**src/rtl/core/assert_macros.svh**
```systemverilog
// assertion helpers used by threshold_purge_fifo
`ifndef ASSERT_MACROS_SVH
`define ASSERT_MACROS_SVH

// plain property check, disabled while reset is low
`define TPF_ASSERT(label, clk, rst_n, prop, msg) \
    label: assert property (@(posedge clk) disable iff (!rst_n) (prop)) else $error(msg);

// same-cycle implication check, disabled while reset is low
`define TPF_ASSERT_IMPL(label, clk, rst_n, ante, cons, msg) \
    label: assert property (@(posedge clk) disable iff (!rst_n) (ante) |-> (cons)) \
        else $error(msg);

`endif

```
**src/rtl/core/tpf_pkg.sv**
```systemverilog
package tpf_pkg;

    // queue geometry
    localparam int DEPTH = 16;
    localparam int CNT_W = $clog2(DEPTH + 1);

    // field widths
    localparam int ID_W    = 31;
    localparam int SCORE_W = 12;
    localparam int CMD_W   = 2;
    localparam int KIND_W  = 3;
    localparam int REM_W   = 5;

    localparam logic [SCORE_W-1:0] THR_RESET = SCORE_W'(2500);

    // command codes
    localparam logic [CMD_W-1:0] CMD_ENQ   = 2'd0;
    localparam logic [CMD_W-1:0] CMD_DEQ   = 2'd1;
    localparam logic [CMD_W-1:0] CMD_PURGE = 2'd2;

    // result kinds
    localparam logic [KIND_W-1:0] K_ENQ     = 3'd0;
    localparam logic [KIND_W-1:0] K_FULL    = 3'd1;
    localparam logic [KIND_W-1:0] K_DEQ     = 3'd2;
    localparam logic [KIND_W-1:0] K_EMPTY   = 3'd3;
    localparam logic [KIND_W-1:0] K_REMOVED = 3'd4;
    localparam logic [KIND_W-1:0] K_DONE    = 3'd5;

    // one stored record
    typedef struct packed {
        logic [ID_W-1:0]    id;
        logic [SCORE_W-1:0] score;
    } t_rec;

    // per-cycle control broadcast to every cell
    typedef struct packed {
        logic enq;    // load the input record at the tail slot
        logic shift;  // each cell takes its neighbor's record; the last cell keeps its own
        logic rot;    // during a shift, the head record lands at the tail slot
    } t_cell_ctl;

    // number of set bits in a cell-wide flag vector
    function automatic logic [CNT_W-1:0] popcount(input logic [DEPTH-1:0] v);
        logic [CNT_W-1:0] s;
        s = '0;
        for (int i = 0; i < DEPTH; i++) begin
            s = s + CNT_W'(v[i]);
        end
        return s;
    endfunction

endpackage

```
**src/rtl/core/tpf_cell.sv**
```systemverilog
module tpf_cell (
    input  logic                          i_clk,
    input  tpf_pkg::t_cell_ctl            i_ctl,
    input  logic                          i_at_end,
    input  tpf_pkg::t_rec                 i_next,
    input  tpf_pkg::t_rec                 i_head,
    input  tpf_pkg::t_rec                 i_in,
    input  logic [tpf_pkg::SCORE_W-1:0]   i_thr,
    output tpf_pkg::t_rec                 o_rec,
    output logic                          o_keep
);

    tpf_pkg::t_rec r_rec;
    tpf_pkg::t_rec n_rec;

    // next record: shift from neighbor, take rotated head, or load new record
    always_comb begin
        n_rec = r_rec;
        if (i_ctl.shift) begin
            n_rec = (i_ctl.rot && i_at_end) ? i_head : i_next;
        end else if (i_ctl.enq && i_at_end) begin
            n_rec = i_in;
        end
    end

    // record storage, no reset needed
    always_ff @(posedge i_clk) begin
        r_rec <= n_rec;
    end

    assign o_rec  = r_rec;
    assign o_keep = (r_rec.score >= i_thr);

endmodule

```
**src/rtl/core/threshold_purge_fifo.sv**
```systemverilog
// threshold_purge_fifo: bounded queue of records (id, score in hundredths)
// held in a row of cells, head in cell 0.
// input stream: tuser = command (enqueue, dequeue, purge), tdata = record.
// output stream: tuser = result kind, tdata = id, score, remaining count,
// tlast marks the final beat of a command.
// config: i_cfg_we writes the purge threshold (reset value 2500).
// enqueue and dequeue give one beat each; the result is registered and
// shows in the cycle after the input beat, and one command per cycle is taken
// as long as the output register drains.
// purge steps through count, walk and done states: it counts survivors,
// walks each stored record through the cell chain, sees the walk end and
// loads the done beat; removed beats go out during the walk. Input is held
// off (tready low) until the done beat is out.
// a stalled receiver holds the output register and pauses the walk on the
// next removed record; kept records rotate on regardless.
// reset (synchronous, active low) empties the queue and restores the
// threshold; cell contents are not cleared.
`include "assert_macros.svh"

module threshold_purge_fifo (
    input  logic        i_clk,
    input  logic        i_rst_n,
    // config port
    input  logic        i_cfg_we,
    input  logic [11:0] i_cfg_wdata,      // score_threshold
    // command stream
    input  logic        i_s_axis_tvalid,
    output logic        o_s_axis_tready,
    input  logic [47:0] i_s_axis_tdata,   // student_id[30:0], score[42:31], zero pad
    input  logic [1:0]  i_s_axis_tuser,   // cmd
    // result stream
    output logic        o_m_axis_tvalid,
    input  logic        i_m_axis_tready,
    output logic [47:0] o_m_axis_tdata,   // out_id[30:0], out_score[42:31], remaining[47:43]
    output logic [2:0]  o_m_axis_tuser,   // kind
    output logic        o_m_axis_tlast    // last
);

    localparam int DEPTH = tpf_pkg::DEPTH;
    localparam int CNT_W = tpf_pkg::CNT_W;

    typedef enum logic [1:0] {S_IDLE, S_COUNT, S_WALK, S_DONE} t_state;

    t_state                          r_state, n_state;
    logic [CNT_W-1:0]                r_count, n_count;
    logic [CNT_W-1:0]                r_steps, n_steps;
    logic [CNT_W-1:0]                r_kept, n_kept;
    logic [tpf_pkg::SCORE_W-1:0]     r_thr;

    logic                            r_out_valid, n_out_valid;
    logic [tpf_pkg::KIND_W-1:0]      r_kind;
    logic [tpf_pkg::ID_W-1:0]        r_id;
    logic [tpf_pkg::SCORE_W-1:0]     r_score;
    logic [tpf_pkg::REM_W-1:0]       r_rem;
    logic                            r_last;

    logic                            w_free;
    logic                            w_in_acc;
    logic                            w_emit;
    logic [tpf_pkg::KIND_W-1:0]      w_kind;
    logic [tpf_pkg::ID_W-1:0]        w_id;
    logic [tpf_pkg::SCORE_W-1:0]     w_score;
    logic [CNT_W-1:0]                w_rem;
    logic                            w_last;

    tpf_pkg::t_cell_ctl              w_ctl;
    tpf_pkg::t_rec                   w_in_rec;
    tpf_pkg::t_rec                   w_rec   [DEPTH];
    logic [DEPTH-1:0]                w_keep;
    logic [DEPTH-1:0]                w_keep_valid;
    logic [DEPTH-1:0]                w_at_end;

    assign w_in_rec.id    = i_s_axis_tdata[30:0];
    assign w_in_rec.score = i_s_axis_tdata[42:31];

    // output slot free when empty or being drained this cycle
    assign w_free          = !r_out_valid || i_m_axis_tready;
    assign o_s_axis_tready = (r_state == S_IDLE) && w_free;
    assign w_in_acc        = i_s_axis_tvalid && o_s_axis_tready;

    // chain of record cells, cell 0 is the head
    for (genvar g = 0; g < DEPTH; g++) begin : g_cell
        // tail slot: first free cell for enqueue, last held cell for rotation
        assign w_at_end[g] = w_ctl.enq ? (CNT_W'(g) == r_count)
                                       : (CNT_W'(g) == r_count - CNT_W'(1));
        assign w_keep_valid[g] = w_keep[g] && (CNT_W'(g) < r_count);

        tpf_cell u_cell (
            .i_clk    (i_clk),
            .i_ctl    (w_ctl),
            .i_at_end (w_at_end[g]),
            .i_next   ((g == DEPTH - 1) ? w_rec[g] : w_rec[(g + 1) % DEPTH]),
            .i_head   (w_rec[0]),
            .i_in     (w_in_rec),
            .i_thr    (r_thr),
            .o_rec    (w_rec[g]),
            .o_keep   (w_keep[g])
        );
    end

    // command sequencing and result selection
    always_comb begin
        n_state = r_state;
        n_count = r_count;
        n_steps = r_steps;
        n_kept  = r_kept;
        w_ctl   = '0;
        w_emit  = 1'b0;
        w_kind  = tpf_pkg::K_ENQ;
        w_id    = '0;
        w_score = '0;
        w_rem   = r_count;
        w_last  = 1'b1;
        unique case (r_state)
            S_IDLE: begin
                if (w_in_acc) begin
                    unique case (i_s_axis_tuser)
                        tpf_pkg::CMD_ENQ: begin
                            w_emit = 1'b1;
                            if (r_count == CNT_W'(DEPTH)) begin
                                w_kind = tpf_pkg::K_FULL;
                            end else begin
                                w_ctl.enq = 1'b1;
                                n_count   = r_count + CNT_W'(1);
                                w_rem     = n_count;
                            end
                        end
                        tpf_pkg::CMD_DEQ: begin
                            w_emit = 1'b1;
                            if (r_count == '0) begin
                                w_kind = tpf_pkg::K_EMPTY;
                            end else begin
                                w_ctl.shift = 1'b1;
                                w_kind      = tpf_pkg::K_DEQ;
                                w_id        = w_rec[0].id;
                                w_score     = w_rec[0].score;
                                n_count     = r_count - CNT_W'(1);
                                w_rem       = n_count;
                            end
                        end
                        tpf_pkg::CMD_PURGE: begin
                            n_steps = r_count;
                            n_state = S_COUNT;
                        end
                        default: ;
                    endcase
                end
            end
            S_COUNT: begin
                n_kept  = tpf_pkg::popcount(w_keep_valid);
                n_state = S_WALK;
            end
            S_WALK: begin
                if (r_steps == '0) begin
                    n_state = S_DONE;
                end else if (w_keep[0]) begin
                    // survivor goes round to the tail
                    w_ctl.shift = 1'b1;
                    w_ctl.rot   = 1'b1;
                    n_steps     = r_steps - CNT_W'(1);
                end else if (w_free) begin
                    // removed record leaves the chain as a beat
                    w_ctl.shift = 1'b1;
                    w_emit      = 1'b1;
                    w_kind      = tpf_pkg::K_REMOVED;
                    w_id        = w_rec[0].id;
                    w_score     = w_rec[0].score;
                    w_rem       = r_kept;
                    w_last      = 1'b0;
                    n_count     = r_count - CNT_W'(1);
                    n_steps     = r_steps - CNT_W'(1);
                end
            end
            S_DONE: begin
                if (w_free) begin
                    w_emit  = 1'b1;
                    w_kind  = tpf_pkg::K_DONE;
                    w_rem   = r_count;
                    n_state = S_IDLE;
                end
            end
            default: n_state = S_IDLE;
        endcase
        n_out_valid = w_emit || (r_out_valid && !i_m_axis_tready);
    end

    // state, counters, threshold and output register
    always_ff @(posedge i_clk) begin
        if (!i_rst_n) begin
            r_state     <= S_IDLE;
            r_count     <= '0;
            r_steps     <= '0;
            r_kept      <= '0;
            r_thr       <= tpf_pkg::THR_RESET;
            r_out_valid <= 1'b0;
        end else begin
            r_state     <= n_state;
            r_count     <= n_count;
            r_steps     <= n_steps;
            r_kept      <= n_kept;
            r_out_valid <= n_out_valid;
            if (i_cfg_we) begin
                r_thr <= i_cfg_wdata;
            end
        end
        if (w_emit) begin
            r_kind  <= w_kind;
            r_id    <= w_id;
            r_score <= w_score;
            r_rem   <= tpf_pkg::REM_W'(w_rem);
            r_last  <= w_last;
        end
    end

    assign o_m_axis_tvalid = r_out_valid;
    assign o_m_axis_tdata  = {r_rem, r_score, r_id};
    assign o_m_axis_tuser  = r_kind;
    assign o_m_axis_tlast  = r_last;

    // checks
    `TPF_ASSERT(a_count_bound, i_clk, i_rst_n, r_count <= CNT_W'(DEPTH), "fill count above depth")
    `TPF_ASSERT_IMPL(a_busy_no_ready, i_clk, i_rst_n, r_state != S_IDLE, !o_s_axis_tready, "input taken during purge")
    `TPF_ASSERT_IMPL(a_walk_steps, i_clk, i_rst_n, r_state == S_WALK, r_steps <= r_count, "walk steps exceed held records")
    `TPF_ASSERT_IMPL(a_kept_match, i_clk, i_rst_n, r_state == S_DONE, r_count == r_kept, "survivor count differs from walk result")

endmodule

```
**config.mk**
```make
export PLATFORM = sky130hd
export DESIGN_NAME = threshold_purge_fifo
export DESIGN_NICKNAME = d
export VERILOG_FILES = /design/src/rtl/core/tpf_pkg.sv /design/src/rtl/core/tpf_cell.sv /design/src/rtl/core/threshold_purge_fifo.sv
export VERILOG_INCLUDE_DIRS = /design/src /design/src/rtl/core
export SDC_FILE = /design/constraint.sdc
export NUM_CORES = 2
export LEC_CHECK = 0
export BUFFER_PORTS_ARGS = -buffer_cell sky130_fd_sc_hd__buf_2
export CORE_UTILIZATION = 35
export DETAILED_ROUTE_END_ITERATION = 7
export SLEW_MARGIN = 20
export SYNTH_ARGS = -nofsm -noshare
export SYNTH_HDL_FRONTEND = slang
export SYNTH_SLANG_ARGS = --single-unit
```
**constraint.sdc**
```tcl
create_clock -name i_clk -period 7.1 [get_ports i_clk]
set_input_delay 1.775 -clock i_clk [delete_from_list [all_inputs] [get_ports i_clk]]
set_output_delay 1.775 -clock i_clk [all_outputs]
set_load 0.05 [all_outputs]
```
==> results.json <==
{
  "cts_buffers": 89,
  "clk_latency_ns": 0.69,
  "synth_seq_area_share_pct": 53.51,
  "dr.pass1.iters": 6,
  "hold_viol_final": 0,
  "syn-num-nets": 4465,
  "min_path_type": "register to register",
  "grt_use_met3_pct": 4.230,
  "coreArea_sq_um": 120400,
  "vias": 35890,
  "place_congestion": 0.9033,
  "path_cells": "ha_1 -> nand2b_1 -> a21o_1 -> a21oi_1 -> o21ai_0 -> o41a_1 -> a21oi_1 -> fa_1 -> fa_1 -> fa_1 -> inv_1 -> fa_1 -> ha_1 -> inv_1 -> fa_1 -> nor2b_1 -> nor3_1 -> a21oi_1 -> nor2_1",
  "p_leak_nw": 15.82,
  "via_per_inst": 6.287,
  "met1_usage_pct": 33.76,
  "die_h_um": 351.1,
  "gr-usage-all-layers_pct": 24.66,
  "use_met2_pct": 38.48,
  "cp-start-kind": "register",
  "cts.repair.resized": 0,
  "rows": 127,
  "clock_sink_count": 770,
  "yosysWarnings": 0,
  "wl_per_cell_um": 27.19,
  "netlist_instances": 4179,
  "power_mw": 14.97,
  "cts_tree": "yes",
  "hpwl_um": 87080,
  "die_w_um": 351.1,
  "path_buf_inv": 2,
  "reg2reg_from": "r_thr[0]$_SDFFE_PN0P_",
  "ys_types": 84,
  "hp-start": "r_kept[4]$_SDFFE_PN0N_",
  "crit_path_frequent_cell": "fa_1",
  "drive_above_1_share_pct": 11.79,
  "fillers": 11860,
  "maxCapViolCount": 0,
  "post-place-ws_ns": 1.307,
  "grt_max_degree": 230,
  "top_usage_layer": "met2",
  "crit_family": "adder cells",
  "finalWorstSetupSlack_ns": 1.218,
  "critPathKind": "register to register",
  "cp_max_fo": 11,
  "postCtsSetupRepairBufs": 0,
  "synthToLayoutAreaGrowth_pct": 11.40,
  "synth_edf_count": 740,
  "finalCriticalPeriod_ns": 5.882,
  "cts.clk_slew.worst_paths_ns": 0.06,
  "fp.dieArea_sq_um": 123300,
  "max_stage_delay_ns": 0.84,
  "grt_pass1_wl_um": 229200,
  "power_density_nw_per_um2": 315.0,
  "htree_num_levels": 3,
  "initial_core_util_pct": 35.41,
  "setup_viol": 0,
  "drc": 0,
  "fin_crit_sh_pct": 82.85,
  "slew_headroom_pct": 20.64,
  "max_freq_ghz": 0.1700,
  "ios": 121,
  "report.final.slew_viol_count": 0,
  "hold_buffers": 0,
  "cts_buffer_depth": 3,
  "ys.flop_type": "edfxtp_1",
  "syn_area_sq_um": 42650,
  "clockRootBuffer": "clkbuf_16",
  "async_flop_share_pct": 0,
  "tightest_slew_ns": 1.190,
  "hold_ws_ns": 0.4519,
  "critPathRequiredTime_ns": 7.63,
  "critPathSlowestCell": "dfxtp_1",
  "endpoint_kind": "register",
  "drt_iter0_drc": 4837,
  "crit_arrival_ns": 6.41,
  "antenna_found_initial": 1,
  "ir_drop_mv": 0.2059,
  "avgSynthCellArea_sq_um": 10.21,
  "grt-ovfl-total": 0,
  "nets": 4311,
  "crit_path_start": "r_thr[0]$_SDFFE_PN0P_",
  "first_global_vias": 33820,
  "clock_skew_ns": 0.02796,
  "port_buffers": 115,
  "rsz0062_at_grt": "no",
  "wirelength_um": 155200,
  "ys_seq_elements": 770,
  "detail-route-antenna-nets": 0,
  "status": "finished clean",
  "setup_tns_ns": 0
}
[worst register-to-register path, cell delays in order (launching register included)]
cell      delay (ns)
dfxtp_1         0.84
ha_1            0.37
nand2b_1        0.14
a21o_1          0.17
a21oi_1         0.20
o21ai_0         0.18
o41a_1          0.40
a21oi_1         0.23
fa_1            0.54
fa_1            0.50
fa_1            0.55
inv_1           0.06
fa_1            0.56
ha_1            0.18
inv_1           0.05
fa_1            0.37
nor2b_1         0.16
nor3_1          0.07
a21oi_1         0.11
nor2_1          0.05
[power by group]
| group | internal [mW] | switching, mW | leakage (nW) |
|---|---|---|---|
| logic | 1.08 | 3.00 | 7.47 |
| clock network | 2.69 | 1.98 | 1.40 |
| registers | 5.85 | 0.372 | 6.95 |
| total | 9.62 | 5.35 | 15.8 |
[synthesized netlist by cell type, types with 5 or more instances]
cell type | count | share of area, %
a221oi_1 | 6 | 0.12
buf_2 | 133 | 1.6
o21a_1 | 23 | 0.40
nand3_1 | 234 | 2.7
nand4_1 | 7 | 0.10
a31oi_1 | 390 | 5.7
fa_1 | 10 | 0.47
and3_1 | 7 | 0.10
o221a_2 | 8 | 0.21
buf_6 | 6 | 0.16
nor2b_1 | 49 | 0.72
a21o_1 | 36 | 0.63
inv_1 | 65 | 0.57
and2_1 | 7 | 0.10
a2111oi_0 | 6 | 0.12
clkbuf_1 | 282 | 2.5
or3_1 | 5 | 0.073
mux2i_1 | 12 | 0.28
edfxtp_1 | 740 | 52
buf_4 | 13 | 0.23
a311oi_1 | 175 | 3.6
buf_1 | 37 | 0.33
dfxtp_1 | 30 | 1.4
o22a_1 | 7 | 0.14
ha_1 | 209 | 6.1
a21oi_1 | 57 | 0.67
o211ai_1 | 11 | 0.19
nor3_1 | 230 | 2.7
nor2_1 | 298 | 2.6
nand2_1 | 611 | 5.4
a311oi_2 | 40 | 1.4
o21ai_0 | 276 | 3.2
nand2b_1 | 33 | 0.48
o221ai_1 | 5 | 0.10
a211oi_1 | 14 | 0.25
[cell usage in the layout (no fill, tap or decap), types with 23 or more instances in the layout]
cell type / count
buf_2: 115
buf_4: 95
nor2_1: 287
clkbuf_1: 25
a311oi_1: 175
edfxtp_1: 740
o21a_1: 23
ha_1: 209
nor2b_1: 49
nor3_1: 229
nand2b_1: 28
dfxtp_1: 30
nand3_1: 233
a21oi_1: 52
clkbuf_16: 91
o21ai_0: 268
nand2_1: 609
a31oi_1: 389
inv_1: 65
a21o_1: 36
a311oi_2: 40
[flip-flops by register name (all words and copies together), names as in the netlist, 5 cells and up]
name	flops
r_steps	5
r_kept	5
r_count	5
r_rem	5
g_cell.u_cell.o_rec	688
r_thr	12
r_id	31
r_score	12
[metal layers]
| layer | up-vias | part of all wire (%) |
|---|---|---|
| li1 | 15480 | - |
| met1 | 17860 | 40 |
| met2 | 2206 | 46 |
| met3 | 345 | 10 |
| met4 | 0 | 4.2 |
| met5 | - | 0 |
[path summary, 6_finish.rpt]
path,cells after the start,slack [ns],end
max,19,1.22,r_kept[2]$_SDFFE_PN0N_
min reg2reg,2,0.45,r_kept[4]$_SDFFE_PN0N_
max reg2reg,19,1.22,r_kept[2]$_SDFFE_PN0N_
min,2,0.45,r_kept[4]$_SDFFE_PN0N_
[cell families (layout without fill, tap and decap cells)]
family                     count (synthesis)  after routing  share of synthesized area, %
DFF                                      770            770                         53.51
buffers and inverters                    536            453                         5.327
AOI/OAI and AO/OA                       1123           1123                         18.42
muxes                                     12             12                        0.2816
adders and majority gates                219            219                         6.600
other                                      0              1                             0
xor gates and xnor gates                   6              6                        0.1672
and+or+nand+nor                         1513           1513                         15.69
[area by class of cell]
class,instances,area [sq um],share of cell area [%]
tap,1612,2017,4.245
antenna,1,2.502,0.005266
clock buffer,116,2371,4.990
multi-input combinational,2873,17950,37.79
clock inverter,46,500.5,1.053
inverter,65,244.0,0.5135
timing repair buffer,226,1604,3.376
sequential,770,22820,48.03
[stage by stage]
stage	instance area (sq um)	util, %	std cells
3_5_place_dp	44610	37.04	5546
5_1_grt	47510	39.45	5708
2_1_floorplan	42650	-	4179
4_1_cts	47480	39.42	5708
3_3_place_gp	44590	37.02	5545
6_report	47520	39.45	5709
(Power assumes the default switching activity.)
